$ cat src/brfc_pkg.sv
// shared types, sizes and codes of the chunked circular byte fifo
package brfc_pkg;

  // storage size and chunk limit
  localparam int CAPACITY  = 1024;
  localparam int MAX_CHUNK = 64;

  // widths derived from the sizes
  localparam int PTR_W = $clog2(CAPACITY);
  localparam int CNT_W = $clog2(CAPACITY + 1);
  localparam int LEN_W = 7;
  localparam int CMP_W = (CNT_W > LEN_W) ? CNT_W : LEN_W;

  // command codes carried in func
  typedef enum logic [1:0] {
    FN_ENQ  = 2'd0,
    FN_DEQ  = 2'd1,
    FN_PEEK = 2'd2,
    FN_NONE = 2'd3
  } func_e;

  // result status codes
  typedef enum logic [1:0] {
    ST_OK     = 2'd0,
    ST_REJECT = 2'd1,
    ST_BUSY   = 2'd2
  } status_e;

  // controller states
  typedef enum logic {
    CS_IDLE,
    CS_READ
  } ctl_state_e;

  // operation handed from the controller to the datapath
  typedef enum logic [2:0] {
    OP_IDLE,
    OP_ENQ,
    OP_BUSY,
    OP_REJECT,
    OP_ZERO,
    OP_READ
  } op_e;

  // input word
  typedef struct packed {
    func_e            func;
    logic [LEN_W-1:0] length;
    logic [7:0]       data_byte;
  } in_word_t;

  // result word
  typedef struct packed {
    status_e          status;
    logic [7:0]       read_byte;
    logic [LEN_W-1:0] count;
    logic             last;
  } res_word_t;

  // controller to datapath commands
  typedef struct packed {
    op_e  op;
    logic step;
  } dp_cmd_t;

  // datapath to controller status
  typedef struct packed {
    logic run_active;
    logic len_zero;
    logic data_short;
    logic step_last;
  } dp_stat_t;

  // next position around the ring
  function automatic logic [PTR_W-1:0] wrap_next(input logic [PTR_W-1:0] p);
    wrap_next = (p == PTR_W'(CAPACITY - 1)) ? '0 : p + 1'b1;
  endfunction

  // chunk length saturated at the chunk limit
  function automatic logic [LEN_W-1:0] cap_len(input logic [LEN_W-1:0] v);
    cap_len = (v > LEN_W'(MAX_CHUNK)) ? LEN_W'(MAX_CHUNK) : v;
  endfunction

endpackage

$ cat src/brfc_ctrl.sv
// controller state machine: sorts commands and sequences chunk reads
module brfc_ctrl (
  input  logic              clk_i,
  input  logic              rst_ni,
  input  logic              start_i,
  input  brfc_pkg::func_e   func_i,
  input  brfc_pkg::dp_stat_t stat_i,
  output brfc_pkg::dp_cmd_t cmd_o,
  output logic              busy_o
);
  import brfc_pkg::*;

  ctl_state_e state_q, state_d;
  op_e        accept_op;

  // decode of an accepted word
  always_comb begin
    accept_op = OP_IDLE;
    case (func_i)
      FN_ENQ:  accept_op = OP_ENQ;
      FN_DEQ,
      FN_PEEK: begin
        if (stat_i.run_active) begin
          accept_op = OP_BUSY;
        end else if (stat_i.data_short) begin
          accept_op = OP_REJECT;
        end else if (stat_i.len_zero) begin
          accept_op = OP_ZERO;
        end else begin
          accept_op = OP_READ;
        end
      end
      default: accept_op = OP_IDLE;
    endcase
  end

  // next state
  always_comb begin
    state_d = state_q;
    case (state_q)
      CS_IDLE: begin
        if (start_i && accept_op == OP_READ) begin
          state_d = CS_READ;
        end
      end
      CS_READ: begin
        if (stat_i.step_last) begin
          state_d = CS_IDLE;
        end
      end
      default: state_d = CS_IDLE;
    endcase
  end

  // outputs
  always_comb begin
    cmd_o.op   = OP_IDLE;
    cmd_o.step = 1'b0;
    busy_o     = 1'b0;
    case (state_q)
      CS_IDLE: begin
        if (start_i) begin
          cmd_o.op = accept_op;
        end
      end
      CS_READ: begin
        cmd_o.step = 1'b1;
        busy_o     = 1'b1;
      end
      default: busy_o = 1'b0;
    endcase
  end

  // state register
  always_ff @(posedge clk_i or negedge rst_ni) begin
    if (!rst_ni) begin
      state_q <= CS_IDLE;
    end else begin
      state_q <= state_d;
    end
  end

endmodule

$ cat config.mk
export PLATFORM = sky130hd
export DESIGN_NAME = brfc_ctrl
export DESIGN_NICKNAME = d
export VERILOG_FILES = /design/src/brfc_pkg.sv /design/src/brfc_ctrl.sv
export SDC_FILE = /design/constraint.sdc
export NUM_CORES = 1
export LEC_CHECK = 0
export BUFFER_PORTS_ARGS = -buffer_cell sky130_fd_sc_hd__buf_4
export CORE_AREA = 3 3 40 42
export CTS_CLUSTER_SIZE = 24
export DETAILED_ROUTE_END_ITERATION = 10
export DIE_AREA = 0 0 43 45
export SYNTH_ARGS = -nofsm -noshare
export SYNTH_HDL_FRONTEND = slang
export SYNTH_SLANG_ARGS = --single-unit
$ cat constraint.sdc
create_clock -name clk_i -period 2.35 [get_ports clk_i]
set_clock_uncertainty 0.1 [all_clocks]
set_input_delay 0.1175 -clock clk_i [delete_from_list [all_inputs] [get_ports clk_i]]
set_output_delay 0.1175 -clock clk_i [all_outputs]
set_load 0.01 [all_outputs]
# After elaboration in Yosys (flattened, before gate mapping)
# Index checks and enable logic that the tools add are counted.
[word_totals]
ff_bits = 1
latch_bits = 0
ramBits = 0
romBits = 0
inputBits = 9
wordCells = 18
memories = 0
[classes]
n_addsub = 0
mul = 0
div = 0
magnitude_cmp = 0
n_eq_ne = 3
n_shift = 0
mux = 10
n_bitwise = 1
reduce_logical = 3
[op_table]
columns = ["operator", "count"]
rows = [
  ["3-bit two-way mux", 4],
  ["3-bit one-hot mux with 2 select lines", 1],
  ["1-bit two-way mux", 4],
  ["3-bit == test (second input constant)", 1],
  ["2-bit by 1-bit == test with 1-bit output (second input constant)", 1],
  ["2-bit == test (second input constant)", 1],
  ["2-bit zero test", 1],
  ["1-bit one-hot mux with 2 select lines", 1],
  ["2-bit OR reduction", 1],
  ["1-bit logical AND", 1],
  ["1-bit inverter", 1],
]

# Longest topological paths before layout
# Gate-level depths: netlist of the first run.
[depth]
word_depth = 8
depth_mapped = 4
mapped_depth_nobuf = 4

# Least setup slack after synthesis of the first run
# Ideal clock, no wire load.
[synth_timing]
path_type = "reg-to-output"
start = "register state_q"
end = "output port cmd_o[1] in the netlist's numbering"
t_arrival_ns = 0.828
setup_slack_ns = 1.304
stages_incl_launch_ff = 3
n_path_buf = 0
path_cell_list = "dfrtp_1 nor3b_2 nor2b_1"
[synth_rtl]
columns = ["item", "line_no", "source"]
rows = [
  ["start: declaration", "brfc_ctrl.sv:13", "ctl_state_e state_q, state_d;"],
  ["start signal: assignment", "brfc_ctrl.sv:79", "state_q <= state_d;"],
  ["end: declaration", "brfc_ctrl.sv:8", "output brfc_pkg::dp_cmd_t cmd_o,"],
]

==> summary.md, run 1 <==
At the end of routability-driven placement, the weighted congestion stood at 0.630. The critical path goes through buf_4 -> inv_1 -> ha_1 -> a31oi_4 -> nor2b_1 -> buf_4. The worst hold path depth works out to 2. Clock latency on the worst-skew pair, taken at its later pin, is 0 ps. The startpoint identified for the worst register-to-register timing path is state_q. The worst register-to-register path has a depth of 3. Clock-pin slew was measured on the worst setup and hold paths at 0 ps. The largest net degree at the start of global routing came out at 5.

For this configuration, the core starts out at a cell density of 12.6%. The average instance in the mapped netlist occupies 9.49 µm². At the pin with the least slew margin, the transition time is 156 ps. The total congestion overflow is 0. Register with the highest flop count: state_q.

The mapped netlist covers 161 µm². Across the VDD grid, the largest voltage drop is 48.7 µV. Of the cells placed in the final design, the portion with a size suffix greater than 1 is 56.7%. Once placement finished, the instance area stood at 270 µm². The number of buffers added on ports works out to 13. The horizontal extent of the die is 43 µm. STA classifies the critical path endpoint as an output port.

For the share of the yosys chip area belonging to registers, the log shows 15.5%. Leaving out fill and tap cells, the most frequent cell in the layout is buf_4. The tools report the final wirelength as 350 µm.

Ratio of total power to cell area: 207 nW/µm². Once detail routing completed, the nets flagged for antenna violations numbered 0. Row count: 13. Counting tap cells, the placed design contains a total of 44 instances.

The run gives 1940 µm² as the total die area. The biggest cell delay along the critical path was 340 ps. The setup slack of the most critical reg-to-reg path is 1360 ps. The first global-routing pass estimated 524 µm of wire. Setup repair after global routing left no endpoint under its margin. The logs give 0 for the max-cap violation count and 0.0581 mW for the power after layout. The normalized max-slew margin is 89.6%, and the wire length per cell after detailed routing is 7.78 µm. The total via count after detailed routing was 157; the critical path buffer and inverter count was 3. The repair_antennas step left the layout with diodes totalling 0. The kind of cell with the highest combined delay along the critical path is adder cells.

Of all nets on the critical path, the largest fanout is 3. Layout-stage area growth over the synthesis result: 73.6%. The terminating pin of the worst hold path is state_q. The nature of the critical path startpoint is a primary input.

Hold is met by 211 ps. The initial antenna violation count came out at 0. The floorplan core area is 1280 µm². The number of flip-flops in the largest register is 1. The via count of the first global-routing pass was 129; the number of pins with negative max-slew slack in the final report was 0. STA puts the critical path data required time at 2130 ps.

The post-route standard cell area excluding fillers was 280 µm²; the post-cts resize count was 0. Data arrival time of the critical path: 970 ps. Leaving out fill and tap cells, the most frequent cells in the layout are buf_4 (13), inv_1 (5), ha_1 (2). The count of cells in the finished layout, fillers not included, comes to 45.

The number of storage elements in the synthesis netlist is 1. In the finished design, the share of the clock period the worst path needs comes to 50.6%. The number of failing hold endpoints at the final stage was 0; the hold buffer count at CTS was 1.

For this run, the number of Yosys warnings is 0. The run gives 17 as the number of standard cells after synthesis. The floorplan die height was 45 µm; the fill cell instance count of the final layout was 136.

The endpoint identified for the worst register-to-register timing path is state_q. Counting distinct cell types in the post-synthesis netlist gives 12. During I/O placement, the number of pins put on the boundary was 14. Setup total negative slack on the finished layout was measured at 0 ps. The worst hold path begins at stat_i[0]. For this run, the detailed router's first-pass iteration total came to 2. The number of setup buffers added after CTS is 0.

For the number of failing setup endpoints in the final timing report, the log shows 0. Global routing used 3.32% of the available tracks. The slowest stage of the critical path belongs to the cell ha_1. The smallest clock period supported by the final layout is computed as 1190 ps. The path class of the tightest hold or removal check is in2reg. The per-cell via count in the routed design works out to 3.49.

The largest registers in the layout are state_q x1. Detailed router's first-iteration violation count: 1. The critical path is of the in2out type.

The tools report the static power due to leakage as 0.154 nW. The final-stage net count is 43. The run finished with clean final reports. Number of DRC violations after detailed routing: 0. Dominant cell type by count on the critical path: buf_4.

Maximum clock frequency: 842 MHz. When the netlist entered floorplanning its net count stood at 28.
## how the worst max path moves through the flow
stage | start | end | slack, ps | cells after the start
3_3_place_gp | func_i[0] | cmd_o[1] | 1150 | 6
3_5_place_dp | func_i[0] | cmd_o[1] | 1140 | 6
4_1_cts | func_i[0] | cmd_o[1] | 1140 | 6
6_report | func_i[0] | cmd_o[1] | 1160 | 6
2_1_floorplan | state_q | cmd_o[1] | 1300 | 2
5_1_grt | func_i[0] | cmd_o[1] | 1100 | 6
## worst reg2reg max path, delay by kind of cell (launching register included)
kind	cells	cell delay (ps)
compound gates	1	100
flops	1	400
simple gates	2	320
## metrics by stage
| stage | setup slack [ps] | utilization (%) |
|---|---|---|
| after floorplan | 1300 | - |
| after global placement | 1150 | 21.0 |
| after detailed placement | 1140 | 21.0 |
| after CTS | 1140 | 21.8 |
| after global routing | 1100 | 21.8 |
| final | 1160 | 21.8 |
## metal layers
metal	GRT usage [%]	share of wire, %
met3	1.20	20
met1	4.77	48
met4	0	0
met5	0	0
met2	5.09	32
## final cells by class
| class | instances | area, µm² | area share, % |
|---|---|---|---|
| multi-input combinational | 10 | 110 | 39.3 |
| timing repair buffer | 14 | 108 | 38.4 |
| sequential | 1 | 25.0 | 8.93 |
| inverter | 5 | 18.8 | 6.70 |
| tap | 15 | 18.8 | 6.70 |
## logic make-up (layout without fill, tap and decap cells)
logic type	Yosys count	count (layout)	share of synthesized area [%]
AOI/OAI and AO/OA	2	2	20.9
adders and majority gates	2	2	15.5
DFF	1	1	15.5
buffers and inverters	6	19	16.3
and+or+nand+nor	6	6	31.8
## power by group
part	total, mW	switching [mW]	internal [mW]
clock	0	0	0
combinational	0.0393	0.0155	0.0238
sequential	0.0188	0.000734	0.0181
total	0.0581	0.0163	0.0419
## synth_stat cells, drive strengths merged
library cell | instances | area, µm²
nand2b | 1 | 13.8
inv | 5 | 18.8
nor2b | 1 | 6.26
nor3b | 1 | 12.5
o22ai | 1 | 12.5
and4b | 1 | 10.0
buf | 1 | 7.51
dfrtp | 1 | 25.0
nand3 | 1 | 5.00
nor2 | 1 | 3.75
ha | 2 | 25.0
a31oi | 1 | 21.3
No activity file was read; power rests on OpenSTA's default activity.
==> inputs of run 2 (changes only) <==
clock period = 1.1 ns   (was 2.35 ns; I/O delays follow)
==> summary.md, run 2 (synthesized netlist as in run 1, its figures left out) <==
The path type of the worst setup path was reg2out. Setup repair after global routing could not meet its margin everywhere. For the pin with the worst max-slew slack, the measured transition is 147 ps. In the final routed layout, each cell accounts on average for 8.24 µm.

The normalized max-slew margin was 90.2%; the final weighted congestion in routability-driven placement was 0.612. The antenna cell count was 0; the largest fanout of any net on the critical path was 4. The die covers 1940 µm². Measured in cells, the most critical reg-to-reg path has a length of 3. In this run the critical register-to-register path is launched from state_q. The logs give 0.154 nW for the static power due to leakage and 940 ps for the required arrival time at the worst endpoint. Maximum clock frequency: 961 MHz. Entering global routing, the biggest net connects 5 pins. The class of the worst hold path was in2reg. The row count was 13; the final critical-path required period was 1040 ps. The top-level I/O count was 14.

The clock network latency to the later pin of the worst-skew pair was 0 ps; the clock slew seen by the registers of the worst setup and hold paths was 0 ps. The core region is 1280 µm². For this block, the via count after detailed routing is 159. Traced cell by cell, the critical path runs through nor3b_2 -> nand3_1 -> inv_1 -> buf_4. The number of buffers added on ports was 13; the number of pins with negative max-slew slack in the final report was 0. After the first detailed-routing iteration, the DRC count stood at 0.

Global-route usage over all layers: 3.65%. STA classifies the critical path endpoint as an output port. The run gives 0 as the max-cap violation count. In this run the cell area measured after placement is 270 µm². Most common library cell in the layout ignoring fill and taps: buf_4. The path with the worst hold slack has its endpoint at state_q.

In the routed design, unresolved DRC markers number 0. The logs give 0 for the number of nets with antenna violations after detailed routing and 890 ps for the data arrival time of the critical path. The via count of the first global-routing pass came out at 139.

The per-cell via count in the routed design was 3.53. In the finished design, the share of the clock period the worst path needs comes to 94.6%. After detailed routing, the total wire length is 371 µm. In the final layout, the registers with the most flip-flops are state_q x1.

The critical path buffer and inverter count was 2. The first global-routing pass estimated 579 µm of wire. The floorplan die height was 45 µm.

The die is 43 µm wide. For this run, the slowest stage of the critical path takes 390 ps. Among cell families on the critical path, the largest total delay comes from flip-flops.

The finished cells cover 293 µm². The worst hold path passes through 2 cells. For the placement-stage worst setup slack, the log shows 29.4 ps. The run gives 146 ps as the post-route worst hold slack. In the final layout, the share of cells above drive strength 1 is 60.0%. The library cells used most frequently in the layout, excluding fill and tap cells, are buf_4 (13), inv_1 (5). The run finished with clean final reports. The register with the highest flop count is state_q. The total congestion overflow is 0, and the initial core utilization is 12.6%. The total negative slack for setup checks was 0 ps; the initial antenna violation count was 0. Largest vdd supply drop: 119 µV.

Setup violations remaining at the end of the flow were counted as 0. The layout-stage area growth over the synthesis result works out to 81.4%. The worst setup path is launched from a flop. For this design, the slowest cell found on the critical path is dfrtp_1. For this design the ratio of total power to cell area is 449 nW/µm². Across all setup checks in the final design, the least slack found is 59.5 ps.

The number of failing hold endpoints at the final stage was 0. Number of flip-flops in the largest register: 1. The number of optimization iterations in the first detailed-route pass was 1. The beginning of the worst hold path is stat_i[0]. The endpoint identified for the worst register-to-register timing path is state_q. The tools report the setup slack of the most critical reg-to-reg path as 110 ps.

In the final design database the tool counted 43 nets.
run 2: worst max-delay path by stage:
stage                    from        to  slack [ps]  cells past startpoint
floorplan             state_q  cmd_o[1]         120                      2
global placement    func_i[0]  cmd_o[1]          30                      6
detailed placement  func_i[0]  cmd_o[1]          30                      6
CTS                   state_q  cmd_o[3]          30                      4
global route          state_q  cmd_o[3]         -10                      4
finish                state_q  cmd_o[3]          60                      4
run 2: through the flow:
| step | cells | total power, mW | utilization, % |
|---|---|---|---|
| floorplan | 17 | 0.0823 | - |
| global placement | 44 | 0.122 | 21.0 |
| detailed placement | 44 | 0.123 | 21.0 |
| CTS | 45 | 0.126 | 21.8 |
| global route | 45 | 0.141 | 22.8 |
| finish | 45 | 0.131 | 22.8 |
run 2: layer usage:
metal	wire length [µm]	vias to the layer above	share of wire, %	track usage [%]
li1	-	80	-	-
met1	167	66	45	5.73
met2	126	13	34	5.09
met3	78	0	21	1.20
met4	0	0	0	0
met5	0	-	0	0
run 2: final cells by class:
cell class,instances,area (µm²)
Multi-Input combinational cell,10,123
Sequential cell,1,25.0
Tap cell,15,18.8
Fill cell,149,992
Inverter,5,18.8
Timing Repair Buffer,14,108
run 2: what timing repair did:
| item | 4_1_cts | 5_1_grt |
|---|---|---|
| hold endpoints to repair | 1 | 0 |
| gates resized for setup | 0 | 1 |
| setup endpoints to repair | 0 | 2 |
| setup buffers | 0 | 0 |
| hold buffers | 1 | 0 |
run 2: power by group:
group	total [mW]	switching (mW)	internal [mW]
clock	0	0	0
combinational	0.0913	0.0353	0.0559
sequential	0.0402	0.00149	0.0387
total	0.131	0.0368	0.0946
==> inputs of run 3 (changes only) <==
clock period = 1 ns   (was 1.1 ns; I/O delays follow)
==> summary.md, run 3 (synthesized netlist as in run 1, its figures left out) <==
Once placement completed, the tool counted placed cells totaling 45. The data arrival time of the critical path is 880 ps. The checks that failed: negative setup slack. Once the floorplan was initialized, standard cells occupied 12.6% of the core.

For the number of nets with antenna violations after detailed routing, the log shows 0. Max-cap violations in this run came to 0. Pin placement for this block handled 14 I/O pins. The run gives 0 as the number of failing hold endpoints at the final stage. The final layout contains routed wiring with a total length of 370 µm.

The most common library cell in the layout ignoring fill and taps is buf_4. The largest vdd supply drop is 92.8 µV. Compared with the post-synthesis result, the final layout area differs by 89.1%. More flip-flops sit in one register than any other, and that register is state_q. The clock slew seen by the registers of the worst setup and hold paths was 0 ps. Ratio of total power to cell area: 491 nW/µm². The number of setup buffers added after CTS is 0.

For this run, the top clock speed supported by timing is 974 MHz. STA classifies the critical path startpoint as a flop. In the layout the commonest cells are buf_4 (14), inv_1 (5).

The final critical-path required period works out to 1030 ps. For this run, the number of standard cells in the final layout without fillers is 46. The die covers 1940 µm². In the final routed layout, each cell accounts on average for 8.04 µm. In this run the worst hold path is classified as in2reg.

The worst setup path is captured at an output port. The largest registers in the layout are state_q x1. In this run the tool buffered the top-level ports with 13 buffer cells. The congestion estimate from routability-driven global placement came to 0.614. The largest fanout of any net on the critical path works out to 3.

The floorplan step set the die height to 45 µm. The tools report the required arrival time at the worst endpoint as 850 ps. The signal on the critical path passes through nor3b_2 -> nor2b_1 -> buf_4.

From left edge to right edge, the die measures 43 µm. The wire-length estimate of the detail-placed layout is 336 µm. Detailed router's first-iteration violation count: 0.

At the pin with the least slew margin, the transition time is 201 ps. The region available for standard cell placement spans 1280 µm². Entering global routing, the biggest net connects 4 pins. The tools report the number of pins with negative max-slew slack in the final report as 0. The share of final-layout standard cells stronger than drive strength 1 was 64.5%. Clock latency on the worst-skew pair, taken at its later pin, is 0 ps. The run gives 154 as the via count of the first global-routing pass. The number of flip-flops in the largest register came out at 1. The number of optimization iterations in the first detailed-route pass was 1; the fill cell instance count of the final layout was 139. The per-cell via count in the routed design works out to 3.37. Across every metal layer, demand over resource in global routing totals 3.82%. The post-route worst hold slack was 141 ps; the critical path buffer and inverter count was 1.

After global routing the overflow that remains totals 0. On the worst path, the slowest cell contributes a delay of 390 ps. The critical path in this run is classified as reg2out.

For the final routed database, the setup TNS stands at -43.6 ps. For this design the static power due to leakage is 0.160 nW. After the last flow step, the layout net total stands at 44.

The first global-routing pass estimated 621 µm of wire. The cell family contributing the most delay on the critical path is flip-flops. The tools report the antenna cell count as 0. The power after layout came out at 0.150 mW.

The final worst-path cycle share was 103%. The run gives 155 as the total via count after detailed routing. Placement-stage worst setup slack: -71.3 ps. The slowest stage of the critical path is the dfrtp_1 cell.

The flow ran to the end, but the final reports show violations. After detailed routing, the number of remaining DRC violations is 0. The setup slack after layout came out at -26.2 ps.

After floorplanning, the core was divided into 13 placement rows. Setup violations remaining at the end of the flow were counted as 2. Setup repair after global routing could not meet its margin everywhere.

Normalized max-slew margin: 86.6%. The initial antenna violation count is 0.
==> run 3: changes by cell type in the layout (fill, tap and decap cells not counted), sizes merged <==
cell  change
buf       +1
==> run 3: final timing paths <==
| path | startpoint | end | slack, ps | cells after the start |
|---|---|---|---|---|
| max in group asynchronous | rst_ni | state_q | 450 | 2 |
| max | state_q | cmd_o[1] | -30 | 3 |
| min in group asynchronous | rst_ni | state_q | 270 | 2 |
| min reg2reg | state_q | state_q | 510 | 2 |
| max reg2reg | state_q | state_q | 40 | 3 |
| min | stat_i[0] | state_q | 140 | 2 |
==> run 3: what timing repair did <==
action                     in CTS  in global routing
hold buffers                    1                  0
hold endpoints to repair        1                  0
setup endpoints to repair       4                  3
gates resized for setup         1                  1
pin swaps                       1                  0
==> run 3: per-layer routing <==
metal  up-vias  share of wire [%]  GRT usage, %
li1         82                  -             -
met1        60                 50          5.49
met2        13                 31          5.69
met3         0                 19          1.59
met4         0                  0             0
met5         -                  0             0
==> run 3: power by group <==
part / leakage (nW) / internal [mW] / total, mW / switching, mW
Combinational: 0.146 / 0.0641 / 0.106 / 0.0417
Sequential: 0.0138 / 0.0425 / 0.0440 / 0.00144
Clock: 0 / 0 / 0 / 0
==> run 3: layout make-up <==
cell class | count | area [µm²] | area share [%]
multi-input combinational | 10 | 128 | 41.8
timing repair buffer | 15 | 115 | 37.7
sequential | 1 | 25.0 | 8.20
inverter | 5 | 18.8 | 6.15
tap | 15 | 18.8 | 6.15
==> run 3: per-stage QoR <==
step                      utilization (%)  area, µm²
final                                23.8        305
after CTS                            23.4        300
after floorplan                         -        161
after global placement               21.6        278
after detailed placement             21.6        278
after global routing                 23.8        305
==> run 3: worst reg2reg max path: cells and delay by family, from the launching register on <==
family             cells  cell delay, ps
DFF                    1             390
AOI/OAI and AO/OA      1              90
and+or+nand+nor        2             300
